`src/rtl/core/bmm_ram.sv`:
```
// ----------------------------------------------------------------------------
// bmm_ram
// Generic simple dual-port RAM with one write port and a registered read.
// ----------------------------------------------------------------------------
module bmm_ram #(
    parameter int WIDTH = 32,
    parameter int DEPTH = 64
) (
    input  logic                     clk,
    input  logic                     we,
    input  logic [$clog2(DEPTH)-1:0] waddr,
    input  logic [WIDTH-1:0]         wdata,
    input  logic [$clog2(DEPTH)-1:0] raddr,
    output logic [WIDTH-1:0]         rdata
);

    logic [WIDTH-1:0] mem [DEPTH];
    logic [WIDTH-1:0] rdata_reg;

    always_ff @(posedge clk)
    begin
        if (we)
        begin
            mem[waddr] <= wdata;
        end
        rdata_reg <= mem[raddr];
    end

    assign rdata = rdata_reg;

endmodule

```
`config.mk`:
```
export PLATFORM = sky130hd
export DESIGN_NAME = bmm_ram
export DESIGN_NICKNAME = d
export VERILOG_FILES = /design/src/rtl/core/bmm_ram.sv
export SDC_FILE = /design/constraint.sdc
export NUM_CORES = 2
export LEC_CHECK = 0
export BUFFER_PORTS_ARGS = -buffer_cell sky130_fd_sc_hd__buf_2
export CAP_MARGIN = 20
export CORE_AREA = 10 10 365 367
export CTS_BUF_LIST = sky130_fd_sc_hd__clkbuf_16
export CTS_CLUSTER_SIZE = 10
export DETAILED_ROUTE_END_ITERATION = 16
export DIE_AREA = 0 0 375 377
export HOLD_SLACK_MARGIN = 0.15
export PLACE_DENSITY = 0.83
export SYNTH_ARGS = -nofsm -noshare
export SYNTH_HDL_FRONTEND = slang
export SYNTH_SLANG_ARGS = --single-unit
```
`constraint.sdc`:
```
create_clock -name clk -period 3.9 [get_ports clk]
set_input_delay 0.39 -clock clk [delete_from_list [all_inputs] [get_ports clk]]
set_output_delay 0.39 -clock clk [all_outputs]
set_load 0.02 [all_outputs]
```
======== After elaboration in Yosys (flattened, before gate mapping) ========
Memories as Yosys holds them, arrays and structs flattened. A register that Yosys moved wholly into a read port is not among the register bits.
Cells that the tools add are included.
word-level totals
  bits in writable memories ............... 2048
  latch bits .............................. 0
  word-level logic and storage cells ...... 3
  bits in read-only memories .............. 0
  bits of input ports ..................... 46
  memories kept ........................... 1
  bits in registers ....................... 0
memories
  name  depth  width  read ports  clocked after memory_dff  wr ports  RTL line  RTL
  mem   64     32     1           1                         1         17        logic [WIDTH-1:0] mem [DEPTH];
operators by class
  $add $sub $neg .......................... 0
  magnitude comparators ................... 0
  $mul .................................... 0
  bitwise operators ....................... 0
  equality and inequality tests ........... 0
  divide/modulo/power cells ............... 0
  reduce and logical (&&, ||, !) cells .... 0
  shift-type cells ........................ 0
  mux-type cells .......................... 2
operators by type and width
  operator           number
  two-way mux 1 bit  2

======== Longest topological paths before layout ========
  word-level depth ........................ 2
  mapped depth ............................ 10
  gate-level depth less buffers ........... 5

======== Least setup slack after synthesis ========
OpenSTA, ideal clock, no wires.
  kind .................................... input -> register
  start ................................... input waddr[3]
  end ..................................... memory mem[48][0], enable pin
  path buffers ............................ 1
  stages .................................. 4
  data required time ...................... 3.439 ns
  path slack .............................. 0.350 ns
  arrival time ............................ 3.089 ns
  cells stage by stage .................... clkbuf_1 nor2b_1 nand4b_1 nor3_1
RTL lines
  item                RTL line  RTL
  start: declaration  11        input logic [$clog2(DEPTH)-1:0] waddr,
  end: declaration    17
No word-level cell before the write port.

==> results by group <==
Clock tree
  – CTS tree: yes
  – CTS H-tree depth: 4
  – CTS buffer count: 227
  – Clock Root Buffer: clkbuf_16
  – Postcts setup bufs: 0
  – Clk slew on worst S/H paths: 60 ps
  – Clock Latency Late Sink: 860 ps
  – Clock buffer depth: 3
  – Clock Sinks: 2,080

Critical path
  – Arr. time, crit path: 3610 ps
  – R2R Path Start: mem[27][18]
  – Top delay family on crit path: buffers and inverters
  – R2r setup slk: 1250 ps
  – CP Data Required Time: 4580 ps
  – Max incr delay on CP: 820 ps
  – Crit path top cell by count: buf_4
  – Reg2Reg Depth: 4
  – R2R Path End: rdata[18]
  – Critical path fanouts, max: 28
  – Worst path cell trace: dlygate4sd3_1 -> buf_2 -> buf_4 -> or2_1 -> buf_4 -> o22ai_1 -> nor2_1
  – Setup Crit Path Kind: primary input to register
  – CP endpoint kind: register
  – Worst Setup Start Kind: primary input
  – Slowest CP cell: o22ai_1
  – Buf/Inv on CP: 4
  – Critical path launch point: raddr[4]

STA
  – Fin. Hold Viols: 0
  – Final TNS setup: 0 ps
  – Worst-Margin Slew: 1120 ps
  – Clock skew: 38.1 ps
  – Setup violators final: 0
  – Minimum clock period after layout: 2940 ps
  – Slew headroom: 0.253
  – RSZ-0062 raised after global routing: false
  – Maximum clock rate: 0.340 GHz
  – Fin. max-slew vios: 0
  – Hold_ws: 124 ps
  – Fin crit share: 0.753

Hold path
  – Worst hold path endpoint: mem[48][5]
  – Hold_sp: wdata[5]
  – Worst hold path depth: 1
  – HP Class: primary input to register

Cells and area
  – Finished Core Util: 0.713
  – Area occupied by multi-input gates: 16,000 um^2
  – Final Cell Area: 89,400 um^2
  – FF+latch area: 62,100 um^2
  – Synth-to-layout area growth: 13.9%
  – Filler cells: 6,442
  – Total Nets Final: 3,736
  – Fraction of layout cells with a size suffix above 1: 0.300
  – Max reg flops: 2,048

Place
  – # port buffers: 77
  – GP Congestion: 0.835
  – DP Area: 82,400 um^2
  – DPL Wire Length: 115,000 um

Route
  – Vias post-DR: 40,555
  – WL/cell: 41.0 um
  – Post-DRT Antenna Nets: 0
  – Vias per cell: 7.38
  – DRC Markers: 0
  – Initial DRC Count: 7,078
  – First-pass DRT Iterations: 8
  – DRT Wirelength: 225,000 um

Global routing
  – GRT Total Usage: 0.321
  – Grt total ovfl: 0
  – First-pass GRT wire length: 317,000 um
  – Vias in the first global route: 41,816
  – Initial antenna violation count: 24
  – Largest net degree at the start of global routing: 65

Logic synthesis
  – #FFs+latches synth: 2,080
  – Mapped cell area: 78,500 um^2
  – Post-Syn Instances: 3,324
  – Leading area contributor after synthesis: edfxtp_1
  – Mean Syn Cell Area: 23.6 um^2
  – Post-Syn Nets: 3,370
  – Sequential share of the synthesized area: 0.791
  – Largest cells by area after synthesis: edfxtp_1 78%, mux4_2 16%, mux2i_1 1.2%
  – Distinct cells, synth: 34
  – Yosys top cell area share: 0.783
  – Ys Warns: 0

Floorplanning
  – Num ports: 78
  – Row cnt: 130
  – Die ar.: 141,000 um^2
  – DIE HEIGHT: 377 um
  – Die width: 375 um
  – Core Region: 125,000 um^2
  – Initial core utilization: 0.626

Power and ir drop
  – Peak supply drop: 557 uV
  – Pwr dens: 520 nW/um^2
  – P_leak: 0.0287 uW

Run status
  – Status: finished, final reports clean

Run
  – Max cap viols: 0
-- synthesized netlist by cell type (all sizes together) --
cell type and number:
or2 3, mux2i 93, edfxtp 2048, mux4 544
and3 4, o32ai 4, a31oi 1, or3 3
or3b 5, nor3 7, clkbuf 74, nand3b 5
a311oi 8, o221ai 27, o22ai 84, and2 2
buf 108, a22oi 12, nand4b 1, a41o 4
nand3 5, nor2 137, nand2 26, nand4 2
dfxtp 32, nand2b 8, nor2b 15, a21oi 62
-- cell type report --
class,count,area share
Multi-Input combinational cell,1062,0.179
Antenna cell,9,0.000252
Timing Repair Buffer,319,0.0309
Clock buffer,233,0.0652
Clock inverter,145,0.00726
Tap cell,1650,0.0231
Sequential cell,2080,0.695
-- placed cells by master, fill, tap and decap left out, types with 2 or more instances in the layout --
cell type / count
nor2_4: 62
nor3_2: 2
nor2_1: 75
dlygate4sd3_1: 27
a311oi_1: 8
o32ai_1: 4
a41o_1: 4
nand2b_1: 8
o221ai_1: 27
nand3_1: 5
mux4_2: 544
nand2_1: 26
nor3_1: 5
inv_6: 3
a21oi_1: 62
diode_2: 9
clkinv_8: 3
o22ai_1: 84
a22oi_1: 12
buf_4: 179
buf_2: 73
buf_8: 3
and3_1: 4
nand3b_1: 5
nor2b_1: 15
clkbuf_16: 233
and2_1: 2
or3b_2: 3
dfxtp_1: 32
or2_1: 2
clkinv_2: 4
nand4_1: 2
buf_12: 37
edfxtp_1: 2048
inv_1: 132
or3_1: 3
or3b_1: 2
mux2i_1: 93
-- routing by layer --
metal / vias up / routed length, um / GRT usage
li1: 14978 / - / -
met1: 20708 / 68800 / 0.397
met2: 3990 / 108000 / 0.506
met3: 859 / 31300 / 0.0853
met4: 20 / 16500 / 0.206
met5: - / 139 / 0
-- stage by stage --
step                      power [uW]  cells  setup WS [ps]
final                          46500   5498            962
after floorplan                26500   3324            350
after CTS                      46500   5468           1260
after global routing           47400   5492           1060
after detailed placement       27700   5073            506
after global placement         27600   5072            529
-- power breakdown --
group          switching (uW)  leakage (uW)  internal (uW)
sequential                123        0.0187          24800
clock                    8480       0.00365          10600
combinational            1660       0.00634            917
-- timing repair --
action,in CTS,in global routing
setup endpoints to repair,0,0
gates resized for setup,0,0
hold buffers,17,10
hold endpoints to repair,387,168
-- cells by family after synthesis --
logic type / synth area share
mux: 0.168
compound gates: 0.0167
buf+inv: 0.0113
flops: 0.791
simple gates: 0.0127
-- how the worst max path moves through the flow --
stage               depth (start not counted)          to
detailed placement                          7   rdata[11]
global route                                7   rdata[18]
finish                                      7   rdata[18]
global placement                            7   rdata[11]
floorplan                                   4  mem[48][0]
CTS                                         7   rdata[18]
No activity file was read; power rests on OpenSTA's default activity.
