### src/rtl/core/bmm_pkg.sv
// ----------------------------------------------------------------------------
// bmm_pkg
// Shared types and constants for the binned median / MAD standardiser.
// ----------------------------------------------------------------------------
package bmm_pkg;

    localparam int MAX_SAMPLES = 4096;
    localparam int MAX_BINS    = 32;

    localparam int SAMPLE_AW   = $clog2(MAX_SAMPLES);
    localparam int FILL_W      = SAMPLE_AW + 1;
    localparam int BIN_W       = $clog2(MAX_BINS + 1);
    localparam int TBL_AW      = $clog2(MAX_BINS);
    localparam int EDGE_DEPTH  = MAX_BINS + 1;
    localparam int EDGE_AW     = $clog2(EDGE_DEPTH);

    localparam int X_W         = 16;
    localparam int Y_W         = 32;
    localparam int EDGE_W      = X_W + 1;
    localparam int BC_W        = 6;
    localparam int ACC_W       = 22;
    localparam int SCALE_W     = 17;
    localparam int PROD_W      = Y_W + SCALE_W;

    localparam logic [SCALE_W-1:0] MAD_SCALE = 17'd97164;
    localparam logic [Y_W-1:0]     SIGN_BIAS = 32'h8000_0000;
    localparam logic [Y_W-1:0]     SAT_POS   = 32'h7FFF_FFFF;
    localparam logic [Y_W-1:0]     SAT_NEG   = 32'h8000_0000;

    localparam int DIV_N_W     = 49;
    localparam int DIV_D_W     = 32;
    localparam int DIV_CNT_W   = $clog2(DIV_N_W + 1);

    localparam logic OP_LOAD   = 1'b0;
    localparam logic OP_QUERY  = 1'b1;
    localparam logic KIND_FIT  = 1'b0;
    localparam logic KIND_RES  = 1'b1;
    localparam logic CFG_BIN_COUNT = 1'b0;
    localparam logic CFG_MAX_COUNT = 1'b1;

    localparam logic [1:0] ST_OK      = 2'd0;
    localparam logic [1:0] ST_NO_BINS = 2'd1;
    localparam logic [1:0] ST_ZERO    = 2'd2;
    localparam logic [1:0] ST_OVFL    = 2'd3;

    typedef enum logic [4:0] {
        S_IDLE, S_F_START, S_E_DIV, S_E_WAIT, S_E_LAST,
        S_B_EDGE, S_B_EDGE2, S_B_EDGE3, S_C_RD, S_C_CHK,
        S_S_INIT, S_S_OUTER, S_S_T, S_S_INNER, S_S_CMP,
        S_M_RD, S_M_A, S_M_B, S_M_USE, S_D_RD, S_D_WR,
        S_MUL, S_MUL2, S_B_NEXT, S_F_END,
        S_Q_START, S_Q_RD, S_Q_CMP, S_Q_SEL, S_Q_DIFF, S_Q_WAIT, S_OUT
    } state_t;

    typedef struct packed {
        logic               start;
        logic [DIV_N_W-1:0] dividend;
        logic [DIV_D_W-1:0] divisor;
    } div_req_t;

    typedef struct packed {
        logic               done;
        logic [DIV_N_W-1:0] quotient;
    } div_resp_t;

endpackage

### src/rtl/core/bmm_divider.sv
// ----------------------------------------------------------------------------
// bmm_divider
// Restoring unsigned divider, one quotient bit per cycle.
// ----------------------------------------------------------------------------
module bmm_divider (
    input  logic              clk,
    input  logic              rst_n,
    input  bmm_pkg::div_req_t  req,
    output bmm_pkg::div_resp_t resp
);

    logic                             busy_reg, busy_next;
    logic                             done_reg, done_next;
    logic [bmm_pkg::DIV_CNT_W-1:0]    cnt_reg, cnt_next;
    logic [bmm_pkg::DIV_D_W-1:0]      rem_reg, rem_next;
    logic [bmm_pkg::DIV_D_W-1:0]      den_reg, den_next;
    logic [bmm_pkg::DIV_N_W-1:0]      num_reg, num_next;
    logic [bmm_pkg::DIV_N_W-1:0]      quo_reg, quo_next;
    logic [bmm_pkg::DIV_D_W:0]        rem_sh;
    logic [bmm_pkg::DIV_D_W:0]        rem_sub;
    logic                             fits;

    assign rem_sh  = {rem_reg, num_reg[bmm_pkg::DIV_N_W-1]};
    assign fits    = rem_sh >= {1'b0, den_reg};
    assign rem_sub = rem_sh - {1'b0, den_reg};

    always_comb
    begin
        busy_next = busy_reg;
        done_next = 1'b0;
        cnt_next  = cnt_reg;
        rem_next  = rem_reg;
        den_next  = den_reg;
        num_next  = num_reg;
        quo_next  = quo_reg;
        if (!busy_reg)
        begin
            if (req.start)
            begin
                busy_next = 1'b1;
                cnt_next  = bmm_pkg::DIV_CNT_W'(bmm_pkg::DIV_N_W);
                rem_next  = '0;
                den_next  = req.divisor;
                num_next  = req.dividend;
                quo_next  = '0;
            end
        end
        else
        begin
            rem_next = fits ? rem_sub[bmm_pkg::DIV_D_W-1:0] : rem_sh[bmm_pkg::DIV_D_W-1:0];
            num_next = {num_reg[bmm_pkg::DIV_N_W-2:0], 1'b0};
            quo_next = {quo_reg[bmm_pkg::DIV_N_W-2:0], fits};
            cnt_next = cnt_reg - 1'b1;
            if (cnt_reg == bmm_pkg::DIV_CNT_W'(1))
            begin
                busy_next = 1'b0;
                done_next = 1'b1;
            end
        end
    end

    always_ff @(posedge clk or negedge rst_n)
    begin
        if (!rst_n)
        begin
            busy_reg <= 1'b0;
            done_reg <= 1'b0;
            cnt_reg  <= '0;
        end
        else
        begin
            busy_reg <= busy_next;
            done_reg <= done_next;
            cnt_reg  <= cnt_next;
        end
    end

    always_ff @(posedge clk)
    begin
        rem_reg <= rem_next;
        den_reg <= den_next;
        num_reg <= num_next;
        quo_reg <= quo_next;
    end

    assign resp.done     = done_reg;
    assign resp.quotient = quo_reg;

endmodule

### config.mk
export PLATFORM = sky130hd
export DESIGN_NAME = bmm_divider
export DESIGN_NICKNAME = d
export VERILOG_FILES = /design/src/rtl/core/bmm_pkg.sv /design/src/rtl/core/bmm_divider.sv
export SDC_FILE = /design/constraint.sdc
export NUM_CORES = 1
export LEC_CHECK = 0
export BUFFER_PORTS_ARGS = -buffer_cell sky130_fd_sc_hd__buf_2
export CORE_MARGIN = 3
export CORE_UTILIZATION = 62
export DETAILED_ROUTE_END_ITERATION = 12
export HOLD_SLACK_MARGIN = 0.05
export PLACE_DENSITY = 0.89
export SYNTH_ARGS = -nofsm -noshare
export SYNTH_HDL_FRONTEND = slang
export SYNTH_SLANG_ARGS = --single-unit
### constraint.sdc
create_clock -name clk -period 7.8 [get_ports clk]
set_clock_uncertainty 0.05 [all_clocks]
set_input_delay 0.39 -clock clk [delete_from_list [all_inputs] [get_ports clk]]
set_output_delay 0.39 -clock clk [all_outputs]
set_load 0.02 [all_outputs]
-- Word-level counts from Yosys, hierarchy flattened
Cells that the tools add are included.
- register bits after elaboration: 170
- output and inout port bits: 50
- word-level logic and storage cells: 29
- input port bits: 84
- add/subtract/negate cells: 2
- $lt $le $gt $ge: 1
- bitwise logic cells: 1
- muxes and demuxes: 14
- eq/ne operators: 1
- reduce and logical (&&, ||, !) cells: 2
- operators with widths (kind ; number):
    49-bit 2-to-1 mux ; 4
    32-bit 2-to-1 mux ; 3
    33-bit by 32-bit greater-or-equal comparator with 1-bit output ; 1
    32-bit subtractor ; 1
    6-bit 2-to-1 mux ; 2
    6-bit by 1-bit equality test with 1-bit output (second input constant) ; 1
    6-bit by 1-bit subtractor with 6-bit output (second input constant) ; 1
    1-bit 2-to-1 mux ; 5
    2-bit AND reduction ; 1
    2-bit nonzero test ; 1
    1-bit inverter ; 1

-- Longest topological paths before layout
Gate-level depths: netlist of run 1.
- word-level depth: 3
- depth in mapped cells: 12

-- Worst setup path before layout of run 1
No wires, ideal clock.
- kind: reg-to-reg
- start point: reg busy_reg
- end point: reg num_reg[10] (netlist bit), enable pin
- slack: 4.093 ns
- period minus slack after synthesis: 3.707 ns
- stages on the path, launching flop included: 4
- setup time: 0.483 ns
- path buffers: 1
- arrival: 3.173 ns
- data required time: 7.267 ns
- cell sequence: dfrtp_1 > clkbuf_1 > nor2_1 > inv_1
- cells in the longest elaborated chain, start to end: 1
- RTL lines (what ; line ; source):
    from (decl) ; bmm_divider.sv:12 ; logic busy_reg, busy_next;
    from (signal assigned) ; bmm_divider.sv:72 ; busy_reg <= busy_next;
    2-bit nonzero test (no line) ; n/a ;
    to (signal assigned) ; bmm_divider.sv:82 ; num_reg <= num_next;
    to (decl) ; bmm_divider.sv:17 ; logic [bmm_pkg::DIV_N_W-1:0] num_reg, num_next;
Every way passes these cells.
A chain may end at the register's enable or synchronous reset.

-- Final worst setup path of run 1
- start point: reg rem_reg[14] (netlist bit)
- end point: reg rem_reg[13] (netlist bit) (data pin)
- cells in the longest elaborated chain, start to end: 3
- RTL lines (what ; line ; source):
    from (decl) ; bmm_divider.sv:15 ; logic [bmm_pkg::DIV_D_W-1:0] rem_reg, rem_next;
    from (signal assigned) ; bmm_divider.sv:80 ; rem_reg <= rem_next;
    33-bit by 32-bit greater-or-equal comparator with 1-bit output ; bmm_divider.sv:24 ; assign fits = rem_sh >= {1'b0, den_reg};
    32-bit 2-to-1 mux ; bmm_divider.sv:50 ; rem_next = fits ? rem_sub[bmm_pkg::DIV_D_W-1:0] : rem_sh[bmm_pkg::DIV_D_W-1:0];
    32-bit 2-to-1 mux ; bmm_divider.sv:36 ; if (!busy_reg)
Every way passes these cells.

==> results of run 1 <==
==> kinds of logic after synthesis <==
| logic type | count (synthesis) |
|---|---|
| simple gates | 188 |
| compound gates | 177 |
| flops | 170 |
| buf+inv | 87 |
| fa+ha+maj | 35 |
| xor+xnor | 25 |
| mux | 18 |
==> timing repair <==
item / in CTS / in global routing
hold buffers: 1 / 0
setup buffers: 0 / 0
resized for setup: 0 / 0
endpoints found under the hold margin: 8 / 0
==> critical path, cell delays in order (launching register included) <==
cell,delay [ps]
edfxtp_1,420
ha_1,450
nand2_2,120
o21ai_0,290
a21oi_1,120
a31oi_4,240
a31oi_4,150
a21oi_4,640
buf_4,450
mux2i_1,300
nor2_1,70
==> cells in the mapped netlist, drive strengths merged, types with 8 or more instances <==
cell type and count:
a22o 49, nand3 8, mux2i 18, o21ai 23, nand2 34, a21oi 40
nor2 48, and2 49, clkbuf 28, nand2b 9, ha 34, xnor2 18
a211oi 11, a21o 11, nor3 11, edfxtp 161, inv 48, buf 11
dfrtp 8
==> metrics by stage <==
step / setup WS (ps) / hold slack, ps / instance area, um2 / utilization / std cells
after global routing: 3960 / 61.6 / 9890 / 0.738 / 1007
after detailed placement: 4290 / 192 / 9330 / 0.696 / 974
after CTS: 4210 / 57.2 / 9890 / 0.738 / 1007
after global placement: 4460 / 186 / 9330 / 0.696 / 974
final: 4190 / 75.2 / 9890 / 0.738 / 1007
after floorplan: 4090 / 44.4 / 8590 / - / 700
==> power by group through the flow <==
stage | combinational [W] | clock [W] | sequential, W
2_1_floorplan | 0.00137 | 0 | 0.00179
3_3_place_gp | 0.00184 | 0 | 0.00167
3_5_place_dp | 0.00193 | 0 | 0.00168
4_1_cts | 0.00195 | 0.000809 | 0.00168
5_1_grt | 0.00215 | 0.000847 | 0.00172
6_report | 0.00196 | 0.000800 | 0.00168
==> worst paths after layout <==
path	cells after the start	endpoint	slack [ps]
max	10	rem_reg[13]	4190
min	1	den_reg[22]	80
max reg2reg	10	rem_reg[13]	4190
min reg2reg	1	cnt_reg[5]	460
max in group asynchronous	2	busy_reg	7210
min in group asynchronous	2	cnt_reg[3]	300
==> layout make-up <==
cell class	count	area share
multi-input combinational	443	0.321
clock buffer	19	0.0438
clock inverter	13	0.0119
tap	176	0.0223
timing repair buffer	138	0.0714
sequential	170	0.511
inverter	48	0.0185
==> per-layer routing <==
metal  routed length [um]  share of wire
met5                    7        0.00038
met4                  489          0.026
met3                 1470          0.079
met2                 9200           0.50
met1                 7350           0.40
==> results_dict.tcl, run 1 <==
set metrics [dict create \
    status "completed" \
    synth-seq-area-share 0.589 \
    crit_type "reg -> reg" \
    busiest_layer "met2" \
    antenna_cells 0 \
    antenna_found_initial 1 \
    ir_worst_vdd_mv 0.328 \
    grt_pass1_wl_um 30500 \
    ioPinCount 134 \
    cp-start-kind "register" \
    tritoncts "yes" \
    grtUsageTotal 0.260 \
    cts.sinks 170 \
    synth_nets 819 \
    grt_pass1_vias 6182 \
    power_w 0.00444 \
    grt_use_met1 0.324 \
    synth-simple-area-share 0.113 \
    synth.area.mux_share 0.0210 \
    synth_area_per_cell_um2 12.3 \
    cts_max_level 4 \
    cts_buffer_depth 2 \
    combinationalPowerShare 0.441 \
    worstSetupEndpointType "register" \
    synthAdderAreaFrac 0.0519 \
    die_y_um 124 \
    via_per_inst 6.07 \
    hp-class "in -> reg" \
    die-width_um 124 \
    clock_latency_ps 430 \
    seqPwrFrac 0.379 \
    synth_area_leader_cell "edfxtp_1" \
    port-buffer-count 133 \
    cp_max_fo 24 \
    relSlewSlack 0.198 \
    area_delta_synth_final_pct 15.2 \
    grtUsageMet2 0.423 \
    hp-start "req[22]" \
    drv_cap 0 \
    grt_max_degree 77 \
    critPathLaunch "rem_reg[14]" \
    drive_gt1_frac 0.231 \
    cts_made_buffers 17 \
    dp_hpwl_um 12500 \
    power.switching_w 0.00167 \
    antenna_left 0 \
    vias 6108 \
    clock.fmax_mhz 277 \
    synth_ff_type "edfxtp_1" \
    path_clk_slew_ps 70 \
    intPower_w 0.00277 \
    initial_core_util 0.641 \
    synth_warnings 0 \
    ys_async_sr_fraction 0.0471 \
    cp.required_ps 7880 \
    drc_errors 0 \
    layout_commonest_cell "edfxtp_1" \
    setup_viol 0 \
    synth.ff_latch_count 170 \
    synthesis.area_um2 8590 \
    root_buffer "clkbuf_16" \
    synth_top_family_by_area "compound AO/OA/AOI/OAI gates" \
    synth_top_area_frac 0.563 \
    postSynthCellCount 700 \
    max_slew.worst_pin.slew_ps 1200 \
    wl_per_cell_um 18.4 \
    clockPowerShare 0.180 \
    hold_viol_final 0 \
    rsz0062_at_grt "false" \
    synth_xor_xnor_area_share 0.0255 \
    multi_input_area_um2 3170 \
    switching_share 0.376 \
    first_iter_violations 478 \
    grt.met3_usage 0.0836 \
    layout_common_cells "edfxtp_1 (161), buf_2 (133), a22o_1 (49), and2_1 (49), nor2_1 (48)" \
    die_area_um2 15300 \
    power_density_nw_per_um2 449 \
    worstReg2RegStart "rem_reg[14]" \
    p_leak_nw 4.25 \
    routed_wl_um 18500 \
    regArea_um2 5060 \
    synthTopCellsByArea "edfxtp_1 (56%), a22o_1 (5.0%), ha_1 (5.0%)" \
    drv_slew 0 \
    crit_arrival_ps 3680 \
    synth-edff-count 161 \
    core_area_um2 13400 \
    fill_cells 854 \
    layout_worst_path_cycle_share 0.462 \
    synth-compound-area-share 0.158 \
    grt_overflow_total 0 \
    ys_types 63 \
    rows 42 \
    fin_setup_tns_ps 0 \
    period_needed_ps 3610 \
    fin_nets 937 \
    place_congestion 0.929 \
    dr.pass1.iters 8 \
]
Power figures use the tool's default switching activity.
==> run 2: changes to the inputs <==
--- a/config.mk
+++ b/config.mk
@@ -7,10 +7,10 @@
 export LEC_CHECK = 0
 export BUFFER_PORTS_ARGS = -buffer_cell sky130_fd_sc_hd__buf_2
 export CORE_MARGIN = 3
-export CORE_UTILIZATION = 62
+export CORE_UTILIZATION = 52
 export DETAILED_ROUTE_END_ITERATION = 12
 export HOLD_SLACK_MARGIN = 0.05
-export PLACE_DENSITY = 0.89
+export PLACE_DENSITY = 0.8
 export SYNTH_ARGS = -nofsm -noshare
 export SYNTH_HDL_FRONTEND = slang
 export SYNTH_SLANG_ARGS = --single-unit
==> constraint.sdc (replaced) <==
create_clock -name clk -period 3.08 [get_ports clk]
set_clock_uncertainty 0.05 [all_clocks]
set_input_delay 0.154 -clock clk [delete_from_list [all_inputs] [get_ports clk]]
set_output_delay 0.154 -clock clk [all_outputs]
set_load 0.02 [all_outputs]
==> run 2 against run 1 <==
Net effect: worst setup slack got worse by 3900 ps; sequential share of layout area decreased by 4.9 points; clock power increased to 2.6 times the previous value; sequential power increased to 2.5 times the previous value; critical path depth unchanged; highest routed layer is now met4; final cell count increased by 13%; global-route usage decreased by 4.0 points; via count increased by 1.8%; worst hold slack improved by 310 ps; core utilization decreased by 5.5 points.
==> results_dict.tcl, run 2 (synthesis gave the netlist of run 1 again) <==
set metrics [dict create \
    routed_wl_um 19400 \
    period_needed_ps 2840 \
    ioPinCount 134 \
    drive_gt1_frac 0.223 \
    setup_viol 0 \
    grtUsageTotal 0.220 \
    place_congestion 0.952 \
    drv_slew 0 \
    fill_cells 1165 \
    worstSetupEndpointType "register" \
    grt_max_degree 70 \
    dp_hpwl_um 11700 \
    initial_core_util 0.537 \
    cts_buffer_depth 2 \
    p_leak_nw 4.68 \
    rows 46 \
    relSlewSlack 0.560 \
    rsz0062_at_grt "false" \
    via_per_inst 5.45 \
    cp_max_fo 31 \
    die_area_um2 18100 \
    crit_family "compound AO/OA/AOI/OAI gates" \
    cpMaxStageDelayCell "edfxtp_1" \
    layout_commonest_cell "edfxtp_1" \
    port-buffer-count 133 \
    hold_ws_ps 386 \
    cts_made_buffers 17 \
    crit_arrival_ps 2970 \
    die_y_um 134 \
    crit_top_cell "a31oi_4" \
    vias 6218 \
    wl_per_cell_um 17.0 \
    antenna_left 0 \
    fin_setup_tns_ps 0 \
    cts_max_level 4 \
    layout_common_cells "edfxtp_1 (161), buf_2 (133), dlygate4sd3_1 (85)" \
    status "completed" \
    cp.required_ps 3220 \
    cp-start-kind "register" \
    dr.pass1.iters 5 \
    antenna_found_initial 0 \
    clock.fmax_mhz 353 \
    area_delta_synth_final_pct 27.4 \
    crit_type "reg -> reg" \
    path_buf_inv 1 \
    layout_worst_path_cycle_share 0.921 \
    root_buffer "clkbuf_16" \
    tritoncts "yes" \
    grt_overflow_total 0 \
    grt_pass1_vias 6223 \
    first_iter_violations 470 \
    clock_latency_ps 430 \
    max_slew.worst_pin.slew_ps 660 \
    path_clk_slew_ps 80 \
    drv_cap 0 \
    cts.sinks 170 \
    hold_viol_final 0 \
    core_area_um2 16000 \
    power_density_nw_per_um2 1050 \
    grt_pass1_wl_um 31600 \
    detailedPlace.worstSlack_ps 246 \
    ir_worst_vdd_mv 0.663 \
    stdcell_area_um2 10900 \
    fin_nets 1031 \
    antenna_cells 0 \
    drc_errors 0 \
    hp-class "in -> reg" \
    setup_slack_ps 244 \
    die-width_um 134 \
    crit_chain "ha_1, a21o_1, a31o_2, o211ai_2, a31oi_4, a31oi_4, a21oi_4, buf_12, and2_1, a31o_1" \
    critPathMaxStageDelay_ps 390 \
    place_area_um2 9500 \
]
[run 2: changes by cell type in the layout (fill, tap and decap cells not counted), sizes merged]
| cell | previous run | this run |
|---|---|---|
| dlygate4sd3 | 1 | 85 |
| buf | 137 | 147 |
| clkinv | 5 | 9 |
| clkbuf | 19 | 17 |
| bufinv | 1 | 0 |
| clkinvlp | 3 | 2 |
| inv | 52 | 51 |
[run 2: per-stage QoR]
step / util / std cells / power (W)
5_1_grt: 0.683 / 1140 / 0.0122
6_report: 0.683 / 1140 / 0.0114
3_3_place_gp: 0.593 / 1024 / 0.00905
2_1_floorplan: - / 700 / 0.00799
3_5_place_dp: 0.593 / 1024 / 0.00918
4_1_cts: 0.683 / 1139 / 0.0114
[run 2: cell type report]
class	instances	area, um2	area share
inverters	48	184	0.0168
clock buffers	17	425	0.0389
clock inverters	14	161	0.0148
repair buffers	232	1660	0.152
flip-flops and latches	170	5060	0.462
well taps	216	270	0.0247
multi-input cells	443	3180	0.291
[run 2: what timing repair did]
item                                    4_1_cts  5_1_grt
endpoints found under the setup margin        0        2
resized for setup                             0        2
hold buffers                                 84        1
endpoints found under the hold margin        91        1
setup buffers                                 0        0
[run 2: worst reg2reg max path: stages, from the launching register on]
cell,delay (ps)
edfxtp_1,390
ha_1,390
a21o_1,200
a31o_2,250
o211ai_2,220
a31oi_4,160
a31oi_4,270
a21oi_4,100
buf_12,180
and2_1,230
a31o_1,180
[run 2: path summary, 6_finish.rpt]
kind,startpoint,slack [ps],cells past startpoint,endpoint
max,rem_reg[3],240,10,rem_reg[28]
min,req[21],390,2,den_reg[21]
max reg2reg,rem_reg[3],240,10,rem_reg[28]
min reg2reg,cnt_reg[5],430,1,cnt_reg[5]
max in group asynchronous,rst_n,2200,3,busy_reg
min in group asynchronous,rst_n,600,3,cnt_reg[2]
[run 2: routing by layer]
layer | GRT usage | vias to the layer above | share of wire | wire, um
met5 | 0 | - | 0 | 0
met4 | 0.0543 | 0 | 0.014 | 274
met3 | 0.0622 | 24 | 0.061 | 1180
met2 | 0.370 | 200 | 0.50 | 9580
met1 | 0.285 | 2977 | 0.43 | 8310
li1 | - | 3017 | - | -
[run 2: power breakdown]
part	internal, W	switching (W)	leakage, nW	total (W)
sequential	0.00379	0.000468	1.84	0.00426
clock	0.00108	0.00102	0.282	0.00210
combinational	0.00227	0.00280	2.56	0.00507
==> run 3: changes to the inputs <==
--- a/config.mk
+++ b/config.mk
@@ -6,8 +6,10 @@
 export NUM_CORES = 1
 export LEC_CHECK = 0
 export BUFFER_PORTS_ARGS = -buffer_cell sky130_fd_sc_hd__buf_2
+export CELL_PAD_IN_SITES_DETAIL_PLACEMENT = 1
+export CELL_PAD_IN_SITES_GLOBAL_PLACEMENT = 2
 export CORE_MARGIN = 3
-export CORE_UTILIZATION = 52
+export CORE_UTILIZATION = 35
 export DETAILED_ROUTE_END_ITERATION = 12
 export HOLD_SLACK_MARGIN = 0.05
 export PLACE_DENSITY = 0.8
==> run 3 against run 2 <==
Net effect: total power is 3.3% higher; clock power is 11% higher; critical path depth stayed put; routed wire length is 14% higher; worst hold slack worse by 12 ps; sequential cell count stayed put; critical endpoint is now rem_reg[30]; highest routed layer unchanged.
==> results_dict.tcl, run 3 (synthesis gave the netlist of run 1 again) <==
set metrics [dict create \
    status "completed" \
    cts.sinks 170 \
    grt.met3_usage 0.0511 \
    layout_common_cells "edfxtp_1 (161), buf_2 (133), dlygate4sd3_1 (86)" \
    worstSetupEndpointType "register" \
    drv_slew 0 \
    hold_viol_final 0 \
    cpMaxStageDelayCell "fa_1" \
    place_congestion 0.769 \
    crit_arrival_ps 3010 \
    area_delta_synth_final_pct 30.6 \
    cp-start-kind "register" \
    antenna_cells 0 \
    power_density_nw_per_um2 1050 \
    fin_nets 1038 \
    initial_core_util 0.360 \
    ioPinCount 134 \
    grt_overflow_total 0 \
    cts_made_buffers 17 \
    hp-class "in -> reg" \
    p_leak_nw 4.75 \
    grt_use_met1 0.220 \
    clock_latency_ps 440 \
    dp_cells 1132 \
    root_buffer "clkbuf_16" \
    crit_family "compound AO/OA/AOI/OAI gates" \
    fin_cells 1251 \
    cts_max_level 4 \
    fin_setup_tns_ps 0 \
    antenna_found_initial 0 \
    grt_pass1_wl_um 35800 \
    drc_errors 0 \
    period_needed_ps 2890 \
    path_clk_slew_ps 80 \
    clock.fmax_mhz 346 \
    crit_type "reg -> reg" \
    relSlewSlack 0.560 \
    layout_commonest_cell "edfxtp_1" \
    first_iter_violations 284 \
    cp_max_fo 5 \
    hold_ws_ps 374 \
    crit_chain "ha_1, fa_1, nor2b_1, o2111ai_1, a21boi_1, buf_4, a211oi_1, o31a_1, o2111ai_1, a21oi_1" \
    routed_wl_um 22000 \
    cp.required_ps 3210 \
    die-width_um 163 \
    critPathMaxStageDelay_ps 410 \
    grtUsageMet2 0.286 \
    die_y_um 163 \
    ir_worst_vdd_mv 0.560 \
    die_area_um2 26400 \
    path_buf_inv 1 \
    vias 6207 \
    wl_per_cell_um 17.6 \
    grtUsageTotal 0.170 \
    setup_viol 0 \
    drive_gt1_frac 0.230 \
    grt_max_degree 76 \
    busiest_layer "met2" \
    grt_pass1_vias 6655 \
    cts_buffer_depth 2 \
    core_area_um2 23800 \
    port-buffer-count 133 \
    tritoncts "yes" \
    rows 56 \
    dr.pass1.iters 4 \
    max_slew.worst_pin.slew_ps 659 \
    dp_hpwl_um 14100 \
    via_per_inst 4.96 \
    crit_top_cell "o2111ai_1" \
    rsz0062_at_grt "false" \
    layout_worst_path_cycle_share 0.937 \
    setup_slack_ps 193 \
    detailedPlace.worstSlack_ps 79.9 \
    antenna_left 0 \
    drv_cap 0 \
]
run 3: final timing paths:
| kind | start | endpoint | slack [ps] | cells after the start |
|---|---|---|---|---|
| worst min-delay path | req[30] | den_reg[30] | 370 | 2 |
| max in group asynchronous | rst_n | busy_reg | 1580 | 4 |
| worst min register to register | cnt_reg[5] | cnt_reg[5] | 430 | 1 |
| worst max register to register | den_reg[0] | rem_reg[30] | 190 | 10 |
| min in group asynchronous | rst_n | cnt_reg[1] | 570 | 3 |
| worst max-delay path | den_reg[0] | rem_reg[30] | 190 | 10 |
run 3: layout make-up:
class,instances,area (um2)
Inverter,48,184
Multi-Input combinational cell,443,3190
Sequential cell,170,5060
Tap cell,319,399
Timing Repair Buffer,239,1740
Clock inverter,15,215
Fill cell,2534,12600
Clock buffer,17,425
run 3: timing repair:
action | in CTS | in global routing
setup buffers | 0 | 1
hold endpoints to repair | 91 | 0
hold buffers | 86 | 0
gates resized for setup | 0 | 5
endpoints found under the setup margin | 0 | 9
run 3: layer usage:
| layer | vias up | wire length (um) | share of wire |
|---|---|---|---|
| li1 | 3023 | - | - |
| met1 | 3051 | 10100 | 0.46 |
| met2 | 123 | 10700 | 0.49 |
| met3 | 10 | 1050 | 0.048 |
| met4 | 0 | 121 | 0.0055 |
| met5 | - | 0 | 0 |
run 3: stage by stage:
step                       util  power (W)  cell area [um2]
after floorplan               -    0.00799             8590
after CTS                 0.470     0.0119            11200
final                     0.471     0.0118            11200
after global placement    0.407    0.00930             9690
after detailed placement  0.407    0.00938             9690
after global routing      0.471     0.0127            11200
run 3: power breakdown:
part	total, W	leakage, nW	switching [W]	internal, W
clock network	0.00233	0.310	0.00113	0.00120
registers	0.00425	1.84	0.000462	0.00379
logic	0.00523	2.60	0.00290	0.00233
total	0.0118	4.75	0.00449	0.00732
